## src/rtl/ntdt_pkg.sv

```systemverilog
`default_nettype none
// ----------------------------------------------------------------------------
// ntdt_pkg
// Shared types and constants for the network time drift tracker.
// ----------------------------------------------------------------------------
package ntdt_pkg;

	localparam int unsigned WeightDefault = 8;
	localparam int unsigned WeightFull    = 128;
	localparam int unsigned UsPerSecond   = 1000000;
	localparam int unsigned UsPerMs       = 1000;
	localparam int unsigned FracPerUs     = 4294;
	localparam int unsigned QueueDepth    = 2;

	// x / 1000 == (x * MsRecip) >> MsShift and x / 1000000 == (x * SecRecip) >> SecShift
	// for every 32-bit unsigned x
	localparam logic [31:0] MsRecip  = 32'h1062_4DD3;
	localparam int unsigned MsShift  = 38;
	localparam logic [31:0] SecRecip = 32'h431B_DE83;
	localparam int unsigned SecShift = 50;

	typedef enum logic [1:0] {
		OP_RESET = 2'd0,
		OP_SYNC  = 2'd1,
		OP_QNET  = 2'd2,
		OP_QNTP  = 2'd3
	} opcode_t;

	// byte address of the weight register
	localparam logic [1:0] REG_WEIGHT = 2'd0;

	typedef struct packed {
		logic [1:0]  opcode;
		logic [31:0] local_us;
		logic [31:0] net_stamp;
		logic [31:0] ntp_base_seconds;
		logic [31:0] ntp_base_fraction;
		logic [15:0] source_address;
		logic [7:0]  hop_depth;
		logic [7:0]  clock_source;
		logic [7:0]  sequence_number;
		logic        sender_synced;
	} in_item_t;

	typedef struct packed {
		logic [31:0] network_time_us;
		logic [22:0] network_time_ms;
		logic [31:0] ntp_secs;
		logic [31:0] ntp_fraction;
		logic [2:0]  status_flags;
		logic [31:0] drift_value;
		logic        sync_accepted;
		logic [7:0]  outgoing_depth;
		logic [7:0]  stored_clock_source;
		logic [7:0]  stored_sequence;
		logic [15:0] stored_source_address;
	} out_item_t;

	typedef enum logic [3:0] {
		ST_IDLE, ST_DIV_START, ST_DIV_WAIT, ST_SYNC_APPLY, ST_BLEND,
		ST_Q_SUM, ST_Q_MS, ST_Q_SEC, ST_Q_FRAC, ST_Q_MUL, ST_EMIT
	} state_t;

	// divider request/response
	typedef struct packed {
		logic        start;
		logic [31:0] num;
		logic [31:0] den;
		logic        sgn;
	} div_req_t;

	typedef struct packed {
		logic        done;
		logic [31:0] quo;
	} div_rsp_t;

endpackage : ntdt_pkg
`default_nettype wire

```

## src/rtl/ntdt_div.sv

```systemverilog
`default_nettype none
// ----------------------------------------------------------------------------
// ntdt_div
// Radix-2 restoring divider, signed or unsigned, one bit per cycle.
// ----------------------------------------------------------------------------
module ntdt_div
	import ntdt_pkg::*;
(
	input  wire logic     clk,
	input  wire logic     arst_n,
	input  wire div_req_t req,
	output div_rsp_t      rsp
);
	logic [31:0] rem_q, quo_q, den_q;
	logic [5:0]  cnt_q;
	logic        busy_q, negq_q, zero_q, done_q;
	logic [32:0] trial;
	logic [31:0] na, nd;

	assign na    = (req.sgn && req.num[31]) ? -req.num : req.num;
	assign nd    = (req.sgn && req.den[31]) ? -req.den : req.den;
	assign trial = {rem_q, quo_q[31]} - {1'b0, den_q};

	always_ff @(posedge clk or negedge arst_n) begin
		if (!arst_n) begin
			busy_q <= 1'b0;
			done_q <= 1'b0;
			cnt_q  <= '0;
		end else begin
			done_q <= 1'b0;
			if (req.start) begin
				busy_q <= 1'b1;
				cnt_q  <= 6'd32;
			end else if (busy_q) begin
				cnt_q <= cnt_q - 1'b1;
				if (cnt_q == 6'd1) begin
					busy_q <= 1'b0;
					done_q <= 1'b1;
				end
			end
		end
	end

	always_ff @(posedge clk) begin
		if (req.start) begin
			rem_q  <= '0;
			quo_q  <= na;
			den_q  <= nd;
			negq_q <= req.sgn && (req.num[31] ^ req.den[31]);
			zero_q <= (req.den == '0);
		end else if (busy_q) begin
			if (!trial[32]) begin
				rem_q <= trial[31:0];
				quo_q <= {quo_q[30:0], 1'b1};
			end else begin
				rem_q <= {rem_q[30:0], quo_q[31]};
				quo_q <= {quo_q[30:0], 1'b0};
			end
		end
	end

	always_comb begin
		rsp.done = done_q;
		rsp.quo  = zero_q ? '0 : (negq_q ? -quo_q : quo_q);
	end

`ifndef SYNTH
	a_done_pulse: assert property (@(posedge clk) disable iff (!arst_n)
		done_q |=> !done_q) else $error("done not a pulse");
	a_busy_done: assert property (@(posedge clk) disable iff (!arst_n)
		(busy_q && cnt_q == 6'd1 && !req.start) |=> done_q) else $error("missed done");
	a_cnt: assert property (@(posedge clk) disable iff (!arst_n)
		busy_q |-> cnt_q != '0) else $error("busy with zero count");
`endif
endmodule : ntdt_div
`default_nettype wire

```

## config.mk

```make
export PLATFORM = sky130hd
export DESIGN_NAME = ntdt_div
export DESIGN_NICKNAME = d
export VERILOG_FILES = /design/src/rtl/ntdt_pkg.sv /design/src/rtl/ntdt_div.sv
export SDC_FILE = /design/constraint.sdc
export NUM_CORES = 1
export LEC_CHECK = 0
export BUFFER_PORTS_ARGS = -buffer_cell sky130_fd_sc_hd__buf_4
export CORE_MARGIN = 3
export CORE_UTILIZATION = 39
export CTS_CLUSTER_DIAMETER = 60
export DETAILED_ROUTE_END_ITERATION = 7
export GPL_TIMING_DRIVEN = 0
export SYNTH_ARGS = -nofsm -noshare
export SYNTH_HDL_FRONTEND = slang
export SYNTH_SLANG_ARGS = --single-unit
```

## constraint.sdc

```tcl
create_clock -name clk -period 3.52 [get_ports clk]
set_clock_uncertainty 0.1 [all_clocks]
set_input_delay 0.704 -clock clk [delete_from_list [all_inputs] [get_ports clk]]
set_output_delay 0.704 -clock clk [all_outputs]
set_load 0.05 [all_outputs]
```

==> flow_summary.ini <==
[worst_setup_path]
worst_ep_arrival_time_ns = 2.71
r2r.worst_path.cells = 13
rrSetupSlack_ns = 0.14
timing.rr.start = quo_q[31]
timing.rr.end = rem_q[17]
endpoint_kind = output pin
startpoint_type = flip-flop
critPathKind = reg2out
crit_fanout = 3
critPathRequiredTime_ns = 2.72

[route]
vias = 7346
first_pass_iters = 5
ant_nets = 0
route.detailed.drc = 0
via_per_inst = 5.35
drtIter0Drc = 422
totalWireLength_um = 22400
avgRoutedWirePerCell_um = 16.3

[grt]
grt_pass1_vias = 7074
gr-total-overflow = 0
grt_pass1_wl_um = 35700
antenna_found_initial = 0
grt.total_usage_pct = 19.7
grt_start_max_net_pins = 36

[placed_design]
placed_cells = 1340
portBuffers = 100
place_area_um2 = 9170
routabilityCongestion = 0.849
place_ws_ns = -0.180
place_hpwl_um = 16700

[yosys]
synth.distinct_cells = 66
async_reset_ff_share_pct = 7.55
synth.avg_cell_area_um2 = 8.33
syn-num-nets = 1076
synth_edf_count = 66
netlist_instances = 970
yosys_warnings = 0
ys.flop_type = edfxtp_1
seq_area_frac_synth_pct = 34.9
synth_area_um2 = 8080
ys_seq_elements = 106

[cells_and_area]
drive_above_1_share_pct = 17.5
n_antenna_cell = 0
mostFrequentLayoutCell = nor2_1
fin_nets = 1204
fin_cells = 1373
utilization_pct = 48.7
syn2layout_area_growth_pct = 22.3
final_area_um2 = 9880
n_fill_cell = 1997
layout_common_cells = nor2_1 (134), buf_4 (111), nand2_1 (107)

[clocking]
numCtsBuffers = 9
hold_buffers = 0
root_buffer = clkbuf_16
clk_pin_slew_worst_paths_ns = 0.07
cts.sinks = 106
insertion_delay_ns = 0.36
clk_path_buf_depth = 2
htree_levels = 3
cts_tree = yes

[timing]
setup_ws_ns = 0.00509
setup_viol = 0
hold_viol = 0
worst_slew_pin_slew_ns = 1.27
slew_viol_final = 0
min_period_over_period_pct = 99.9
fmax_mhz = 285
grt_setup_unrepaired = true
min_period_ns = 3.51
slew_headroom_pct = 15.2
hold_ws_ns = 0.0490

[floorplanning]
die_h_um = 150
ios = 101
dieArea_um2 = 22500
core_area_um2 = 20300
rows = 52
die_w_um = 150
start_util_pct = 39.8

[power_and_ir_drop]
ir_drop_mv = 0.291
power.leakage_uw = 0.00416
powerDensity_nw_per_um2 = 611

[worst_hold_path]
min_path_type = in2async

[outcome]
outcome = finished, final reports clean

[flow_run]
drv_cap = 0
[stage by stage]
step           total power (uW)  setup TNS, ns
2_1_floorplan              4060              0
3_3_place_gp               4790          -4.08
3_5_place_dp               4790          -5.15
4_1_cts                    5910         -0.510
5_1_grt                    6500         -0.527
6_report                   6040              0
[power breakdown]
part | internal, uW | switching [uW]
Combinational | 1280 | 1770
Sequential | 1640 | 296
Clock | 560 | 489
Total | 3490 | 2560
[state kept, by name, indices dropped and copies added (netlist names)]
register and flops:
cnt_q 6, den_q 32, negq_q 1, quo_q 32, busy_q 1, zero_q 1
done_q 1, rem_q 32
[Yosys cell counts, types with 3 or more instances]
cell type,count,area share [%]
or4_1,8,0.74
and3_1,6,0.46
nor4_1,11,0.85
nand4_1,9,0.70
dfrtp_1,8,2.5
nor3b_1,5,0.46
edfxtp_1,66,25
mux2i_1,5,0.62
o22ai_1,6,0.46
o41ai_1,12,1.3
o21bai_1,5,0.46
o21a_1,4,0.37
nand3_1,6,0.37
nor2b_1,8,0.62
a211o_1,3,0.33
xnor2_1,54,5.9
a211oi_1,5,0.46
clkbuf_1,33,1.5
nor3_1,16,0.99
buf_1,3,0.14
o2111ai_1,3,0.33
nand2b_1,13,1.0
dfxtp_1,32,7.9
a21oi_1,77,4.8
o31ai_1,12,1.1
nor2_1,139,6.5
or3_1,5,0.39
nand2_1,107,5.0
ha_1,37,5.7
inv_1,58,2.7
a31oi_1,7,0.54
o21ai_0,32,2.0
and2_1,8,0.62
a21o_1,20,1.9
buf_2,11,0.68
xor2_1,63,6.8
a311oi_1,27,2.9
nand3b_1,5,0.46
[logic make-up after synthesis]
kind of cell             synth area share (%)
adder cells (fa/ha/maj)                  5.98
AO/OA/AOI/OAI                            18.9
buffers and inverters                    5.37
AND/OR/NAND/NOR                          20.9
XOR/XNOR                                 13.1
multiplexers                            0.898
flip-flops                               34.9
[worst max-delay path, cell delays in order, from the launching register on]
cell and delay (ns):
edfxtp_1 0.39, or4_4 0.58, nor4_4 0.23, buf_4 0.19, nand4_1 0.21, o31ai_2 0.30, xnor2_1 0.10, nor2_2 0.15
buf_6 0.18
[per-layer routing]
| layer | global-route usage [%] | part of all wire (%) |
|---|---|---|
| met1 | 28.4 | 49 |
| met2 | 31.2 | 46 |
| met3 | 3.15 | 3.6 |
| met4 | 4.53 | 1.3 |
| met5 | 0 | 0 |
[layout make-up]
cell class              instances  area [um2]  area share, %
multi-input cells             756        5050           51.1
flip-flops and latches        106        2820           28.6
repair buffers                117         913           9.24
well taps                     270         338           3.42
plain buffers                  50         245           2.48
clock buffers                  11         233           2.36
inverters                      58         218           2.20
clock inverters                 5        62.6          0.633
[what timing repair did]
action | CTS | global route
setup buffers | 7 | 10
resized for setup | 26 | 32
gates cloned | 0 | 0
endpoints found under the setup margin | 36 | 49
pin swaps | 6 | 16
[worst max-delay path by stage]
stage / startpoint / end / slack (ns) / depth (start not counted)
6_report: quo_q[10] / rsp[31] / 0.005 / 8
5_1_grt: quo_q[0] / rsp[29] / -0.13 / 10
3_3_place_gp: req[37] / quo_q[30] / -0.19 / 10
2_1_floorplan: quo_q[9] / rsp[30] / 0.04 / 8
3_5_place_dp: req[2] / den_q[30] / -0.18 / 11
4_1_cts: quo_q[10] / rsp[31] / -0.10 / 8
(Power assumes the default switching activity.)
