[config.mk]
export PLATFORM = sky130hd
export DESIGN_NAME = ntdt_front
export DESIGN_NICKNAME = d
export VERILOG_FILES = /design/src/rtl/ntdt_pkg.sv /design/src/rtl/ntdt_front.sv
export SDC_FILE = /design/constraint.sdc
export NUM_CORES = 1
export LEC_CHECK = 0
export BUFFER_PORTS_ARGS = -buffer_cell sky130_fd_sc_hd__buf_4
export CAP_MARGIN = 30
export CORE_AREA = 5 5 214 216
export DETAILED_ROUTE_END_ITERATION = 12
export DIE_AREA = 0 0 219 221
export PLACE_DENSITY = 0.48
export SETUP_SLACK_MARGIN = 0.15
export SYNTH_ARGS = -nofsm -noshare
export SYNTH_HDL_FRONTEND = slang
export SYNTH_SLANG_ARGS = --single-unit
[constraint.sdc]
create_clock -name clk -period 21.8 [get_ports clk]
set_input_delay 2.18 -clock clk [delete_from_list [all_inputs] [get_ports clk]]
set_output_delay 2.18 -clock clk [all_outputs]
set_load 0.005 [all_outputs]
[src/rtl/ntdt_pkg.sv]
`default_nettype none
// ----------------------------------------------------------------------------
// ntdt_pkg
// Shared types and constants for the network time drift tracker.
// ----------------------------------------------------------------------------
package ntdt_pkg;

	localparam int unsigned WeightDefault = 8;
	localparam int unsigned WeightFull    = 128;
	localparam int unsigned UsPerSecond   = 1000000;
	localparam int unsigned UsPerMs       = 1000;
	localparam int unsigned FracPerUs     = 4294;
	localparam int unsigned QueueDepth    = 2;

	// x / 1000 == (x * MsRecip) >> MsShift and x / 1000000 == (x * SecRecip) >> SecShift
	// for every 32-bit unsigned x
	localparam logic [31:0] MsRecip  = 32'h1062_4DD3;
	localparam int unsigned MsShift  = 38;
	localparam logic [31:0] SecRecip = 32'h431B_DE83;
	localparam int unsigned SecShift = 50;

	typedef enum logic [1:0] {
		OP_RESET = 2'd0,
		OP_SYNC  = 2'd1,
		OP_QNET  = 2'd2,
		OP_QNTP  = 2'd3
	} opcode_t;

	// byte address of the weight register
	localparam logic [1:0] REG_WEIGHT = 2'd0;

	typedef struct packed {
		logic [1:0]  opcode;
		logic [31:0] local_us;
		logic [31:0] net_stamp;
		logic [31:0] ntp_base_seconds;
		logic [31:0] ntp_base_fraction;
		logic [15:0] source_address;
		logic [7:0]  hop_depth;
		logic [7:0]  clock_source;
		logic [7:0]  sequence_number;
		logic        sender_synced;
	} in_item_t;

	typedef struct packed {
		logic [31:0] network_time_us;
		logic [22:0] network_time_ms;
		logic [31:0] ntp_secs;
		logic [31:0] ntp_fraction;
		logic [2:0]  status_flags;
		logic [31:0] drift_value;
		logic        sync_accepted;
		logic [7:0]  outgoing_depth;
		logic [7:0]  stored_clock_source;
		logic [7:0]  stored_sequence;
		logic [15:0] stored_source_address;
	} out_item_t;

	typedef enum logic [3:0] {
		ST_IDLE, ST_DIV_START, ST_DIV_WAIT, ST_SYNC_APPLY, ST_BLEND,
		ST_Q_SUM, ST_Q_MS, ST_Q_SEC, ST_Q_FRAC, ST_Q_MUL, ST_EMIT
	} state_t;

	// divider request/response
	typedef struct packed {
		logic        start;
		logic [31:0] num;
		logic [31:0] den;
		logic        sgn;
	} div_req_t;

	typedef struct packed {
		logic        done;
		logic [31:0] quo;
	} div_rsp_t;

endpackage : ntdt_pkg
`default_nettype wire

[src/rtl/ntdt_front.sv]
`default_nettype none
// ----------------------------------------------------------------------------
// ntdt_front
// Input side: accepts items into a short FIFO feeding the engine.
// ----------------------------------------------------------------------------
module ntdt_front
	import ntdt_pkg::*;
#(
	parameter int unsigned DEPTH = QueueDepth
) (
	input  wire logic     clk,
	input  wire logic     arst_n,
	input  wire logic     in_valid,
	output logic          in_ready,
	input  wire in_item_t in_data,
	output logic          q_valid,
	input  wire logic     q_ready,
	output in_item_t      q_data
);
	localparam int unsigned AW = (DEPTH > 1) ? $clog2(DEPTH) : 1;

	in_item_t          mem_q [DEPTH];
	logic [AW-1:0]     wp_q, rp_q;
	logic [AW:0]       cnt_q;
	logic              push, pop;

	assign in_ready = (cnt_q != (AW+1)'(DEPTH));
	assign q_valid  = (cnt_q != '0);
	assign q_data   = mem_q[rp_q];
	assign push     = in_valid && in_ready;
	assign pop      = q_valid && q_ready;

	always_ff @(posedge clk) begin
		if (push) begin
			mem_q[wp_q] <= in_data;
		end
	end

	always_ff @(posedge clk or negedge arst_n) begin
		if (!arst_n) begin
			wp_q  <= '0;
			rp_q  <= '0;
			cnt_q <= '0;
		end else begin
			if (push) begin
				wp_q <= (wp_q == AW'(DEPTH-1)) ? '0 : wp_q + 1'b1;
			end
			if (pop) begin
				rp_q <= (rp_q == AW'(DEPTH-1)) ? '0 : rp_q + 1'b1;
			end
			cnt_q <= cnt_q + (AW+1)'(push) - (AW+1)'(pop);
		end
	end

`ifndef SYNTH
	a_no_overflow: assert property (@(posedge clk) disable iff (!arst_n)
		cnt_q <= (AW+1)'(DEPTH)) else $error("queue overflow");
	a_pop_nonempty: assert property (@(posedge clk) disable iff (!arst_n)
		pop |-> cnt_q != '0) else $error("pop from empty queue");
	a_count: assert property (@(posedge clk) disable iff (!arst_n)
		(push && !pop) |=> cnt_q == $past(cnt_q) + 1'b1) else $error("count slip");
`endif
endmodule : ntdt_front
`default_nettype wire

==> flow_results.xml <==
<?xml version="1.0" encoding="UTF-8"?>
<metrics>
  <group name="final_layout">
    <metric name="post-route-util" unit="%">39.9</metric>
    <metric name="postLayoutCellArea" unit="mm^2">0.0175</metric>
    <metric name="antenna_diode_count" unit="">0</metric>
    <metric name="final_common_cell" unit="">buf_4</metric>
    <metric name="drive_gt1_share" unit="%">61.4</metric>
    <metric name="layout.cells.most_common_list" unit="">354 x buf_4, 342 x edfxtp_1, 91 x mux2_2</metric>
    <metric name="area.growth.synth_to_final" unit="%">35.6</metric>
    <metric name="nNetsFinal" unit="">1109</metric>
  </group>
  <group name="yosys">
    <metric name="synth_cell_types" unit="">19</metric>
    <metric name="synthesis.area" unit="mm^2">0.0129</metric>
    <metric name="synthDominantCellAreaShare" unit="%">79.8</metric>
    <metric name="synthArstFlopShare" unit="%">1.16</metric>
    <metric name="synth-warning-count" unit="">0</metric>
    <metric name="synth_edf_count" unit="">342</metric>
    <metric name="synthFlopType" unit="">edfxtp_1</metric>
    <metric name="avg_inst_size_synth" unit="um^2">23.2</metric>
    <metric name="yosysSeqAreaShare" unit="%">80.6</metric>
    <metric name="yosys.area.top_type" unit="">edfxtp_1</metric>
    <metric name="synthesis.nets" unit="">730</metric>
    <metric name="flip_flop_and_latch_count_after_synthesis" unit="">346</metric>
    <metric name="synthTopCellsByArea" unit="">edfxtp_1 80%, mux2_4 9.3%, mux2_2 8.0%, buf_6 0.87%, dfrtp_1 0.78%</metric>
    <metric name="syn-instance-count" unit="">554</metric>
  </group>
  <group name="floorplan">
    <metric name="die-height" unit="um">221</metric>
    <metric name="start_util" unit="%">29.4</metric>
    <metric name="die_w" unit="um">219</metric>
    <metric name="io_pins" unit="">348</metric>
    <metric name="row_count" unit="">77</metric>
    <metric name="core" unit="mm^2">0.0437</metric>
    <metric name="die-area" unit="mm^2">0.0484</metric>
  </group>
  <group name="critical_path">
    <metric name="startpoint_type" unit="">register</metric>
    <metric name="max_stage_delay" unit="ns">1.02</metric>
    <metric name="path_class" unit="">reg -&gt; out</metric>
    <metric name="setup.worst_path.end_class" unit="">output port</metric>
    <metric name="critPathBufInv" unit="">2</metric>
    <metric name="critical_path.max_fanout" unit="">68</metric>
    <metric name="critPathSlowestCell" unit="">dfrtp_4</metric>
    <metric name="required" unit="ns">19.62</metric>
    <metric name="critPathMostFrequentCell" unit="">buf_4</metric>
    <metric name="timing.critical_path.max_delay_family" unit="">flip-flops</metric>
    <metric name="crit_chain" unit="">buf_4 &gt; mux2_2 &gt; buf_4</metric>
    <metric name="worst_ep_arrival_time" unit="ns">3.08</metric>
  </group>
  <group name="clocking">
    <metric name="root_buffer" unit="">clkbuf_16</metric>
    <metric name="hold_buffers" unit="">0</metric>
    <metric name="tritoncts_num_sinks" unit="">346</metric>
    <metric name="h-tree-depth" unit="">2</metric>
    <metric name="max_root_sink_buffers" unit="">3</metric>
    <metric name="tritoncts" unit="">yes</metric>
    <metric name="worstSkewPairLatency" unit="ns">0.53</metric>
    <metric name="clock_pin_slew_worst_setup_and_hold_paths" unit="ns">0.06</metric>
    <metric name="post_cts_repair_timing_setup_buffer_count" unit="">0</metric>
    <metric name="cts.repair.resized" unit="">0</metric>
    <metric name="cts_inserted_buffers" unit="">39</metric>
  </group>
  <group name="sta">
    <metric name="max_clock_freq" unit="MHz">190</metric>
    <metric name="finalSetupViolCount" unit="">0</metric>
    <metric name="worst_slew_margin_rel" unit="%">35.2</metric>
    <metric name="grt_setup_unrepaired" unit="">no</metric>
    <metric name="timing_max_transition_violations_final" unit="">0</metric>
    <metric name="fin_setup_tns" unit="ns">0</metric>
    <metric name="final.min_clock_period" unit="ns">5.26</metric>
    <metric name="skew" unit="ns">0.00772</metric>
    <metric name="timing_worst_slew_pin_value" unit="ns">0.972</metric>
    <metric name="fin_crit_share" unit="%">24.1</metric>
    <metric name="report.final.hold_viol_count" unit="">0</metric>
  </group>
  <group name="power_and_ir_drop">
    <metric name="power-per-cell-area" unit="mW/mm^2">132</metric>
    <metric name="p_leak" unit="nW">6.64</metric>
    <metric name="worst_vdd_drop" unit="V">0.0000797</metric>
  </group>
  <group name="route">
    <metric name="detail_route.iter0.violations" unit="">241</metric>
    <metric name="drtAntennaViolNets" unit="">0</metric>
    <metric name="drc" unit="">0</metric>
    <metric name="avgRoutedWirePerCell" unit="um">19.1</metric>
    <metric name="avgViaCountPerCell" unit="">4.17</metric>
    <metric name="route.vias.total" unit="">6490</metric>
    <metric name="routed_wirelength" unit="um">29700</metric>
    <metric name="drt_pass1_iterations" unit="">4</metric>
  </group>
  <group name="grt">
    <metric name="grt_overflow" unit="">0</metric>
    <metric name="grt_usage" unit="%">11.9</metric>
    <metric name="global_route_wire_length_before_repair" unit="um">43700</metric>
    <metric name="grt_start_max_net_pins" unit="">69</metric>
    <metric name="grt_pass1_vias" unit="">6994</metric>
    <metric name="initial_antenna_violation_count" unit="">2</metric>
  </group>
  <group name="placed_design">
    <metric name="detailed_place_hpwl" unit="um">19500</metric>
    <metric name="numPortBuffers" unit="">347</metric>
    <metric name="globalplace.congestion" unit="">0.727</metric>
    <metric name="placed_area" unit="mm^2">0.0162</metric>
  </group>
  <group name="min_path">
    <metric name="timing.hold.worst.class" unit="">reg -&gt; reg</metric>
  </group>
  <group name="outcome">
    <metric name="status" unit="">complete, no violations</metric>
  </group>
  <group name="run">
    <metric name="drv.max_cap_violation_count" unit="">0</metric>
  </group>
</metrics>
worst paths after layout:
check | start | slack (ns) | cells past startpoint | endpoint
worst max-delay path | rp_q | 16.54 | 3 | q_data[39]
worst min-delay path | wp_q | 0.55 | 1 | wp_q
worst max register to register | cnt_q[0] | 19.23 | 3 | mem_q[1][97]
worst min register to register | wp_q | 0.55 | 1 | wp_q
max in group asynchronous | arst_n | 20.24 | 1 | rp_q
min in group asynchronous | arst_n | 1.44 | 1 | rp_q
metal layers:
layer  part of all wire (%)  GRT usage (%)
met1                     41           14.5
met2                     46           18.4
met3                     11           6.08
met4                    2.4           3.38
met5                   0.11              0
cells in the mapped netlist (2+ instances only):
master,instances
buf_2,9
buf_6,10
mux2_2,91
edfxtp_1,342
dfrtp_1,4
nor2_1,3
mux2_4,80
nand2_1,2
xnor2_1,3
final cells by class:
class / instances / area, um^2
Clock inverter: 25 / 195
Fill cell: 4097 / 26300
Sequential cell: 346 / 10400
Timing Repair Buffer: 357 / 2740
Tap cell: 592 / 741
Multi-Input combinational cell: 189 / 2360
Clock buffer: 46 / 1040
through the flow:
step / total power [mW] / worst slack [ns] / std cells / hold slack, ns
floorplan: 1.38 / 11.75 / 554 / 0.460
global placement: 1.70 / 16.95 / 1481 / 0.536
detailed placement: 1.70 / 17.01 / 1483 / 0.547
CTS: 2.36 / 16.40 / 1554 / 0.561
global route: 2.43 / 16.34 / 1555 / 0.571
finish: 2.30 / 16.54 / 1555 / 0.553
state kept, by name (all words and copies together) (netlist names):
name and count:
mem_q 342, cnt_q 2, rp_q 1, wp_q 1
cells by family after synthesis:
group,Yosys count,share of synthesized area [%]
xor gates and xnor gates,3,0.204
adders and majority gates,1,0.0972
AOI/OAI and AO/OA,4,0.243
buffers and inverters,19,1.22
and+or+nand+nor,10,0.379
DFF,346,80.6
muxes,171,17.3
report_power, final:
group / leakage (nW) / internal (mW) / total (mW) / switching (mW)
Combinational: 2.80 / 0.401 / 0.703 / 0.302
Sequential: 3.23 / 0.910 / 0.968 / 0.0582
Clock: 0.613 / 0.377 / 0.634 / 0.256
Total: 6.64 / 1.69 / 2.30 / 0.616
worst reg2reg max path, stage by stage, from the launching register on:
cell and delay (ns):
dfrtp_1 0.43, nand2b_1 0.20, and3_4 0.66, buf_4 0.83
No activity file was read; power rests on OpenSTA's default activity.
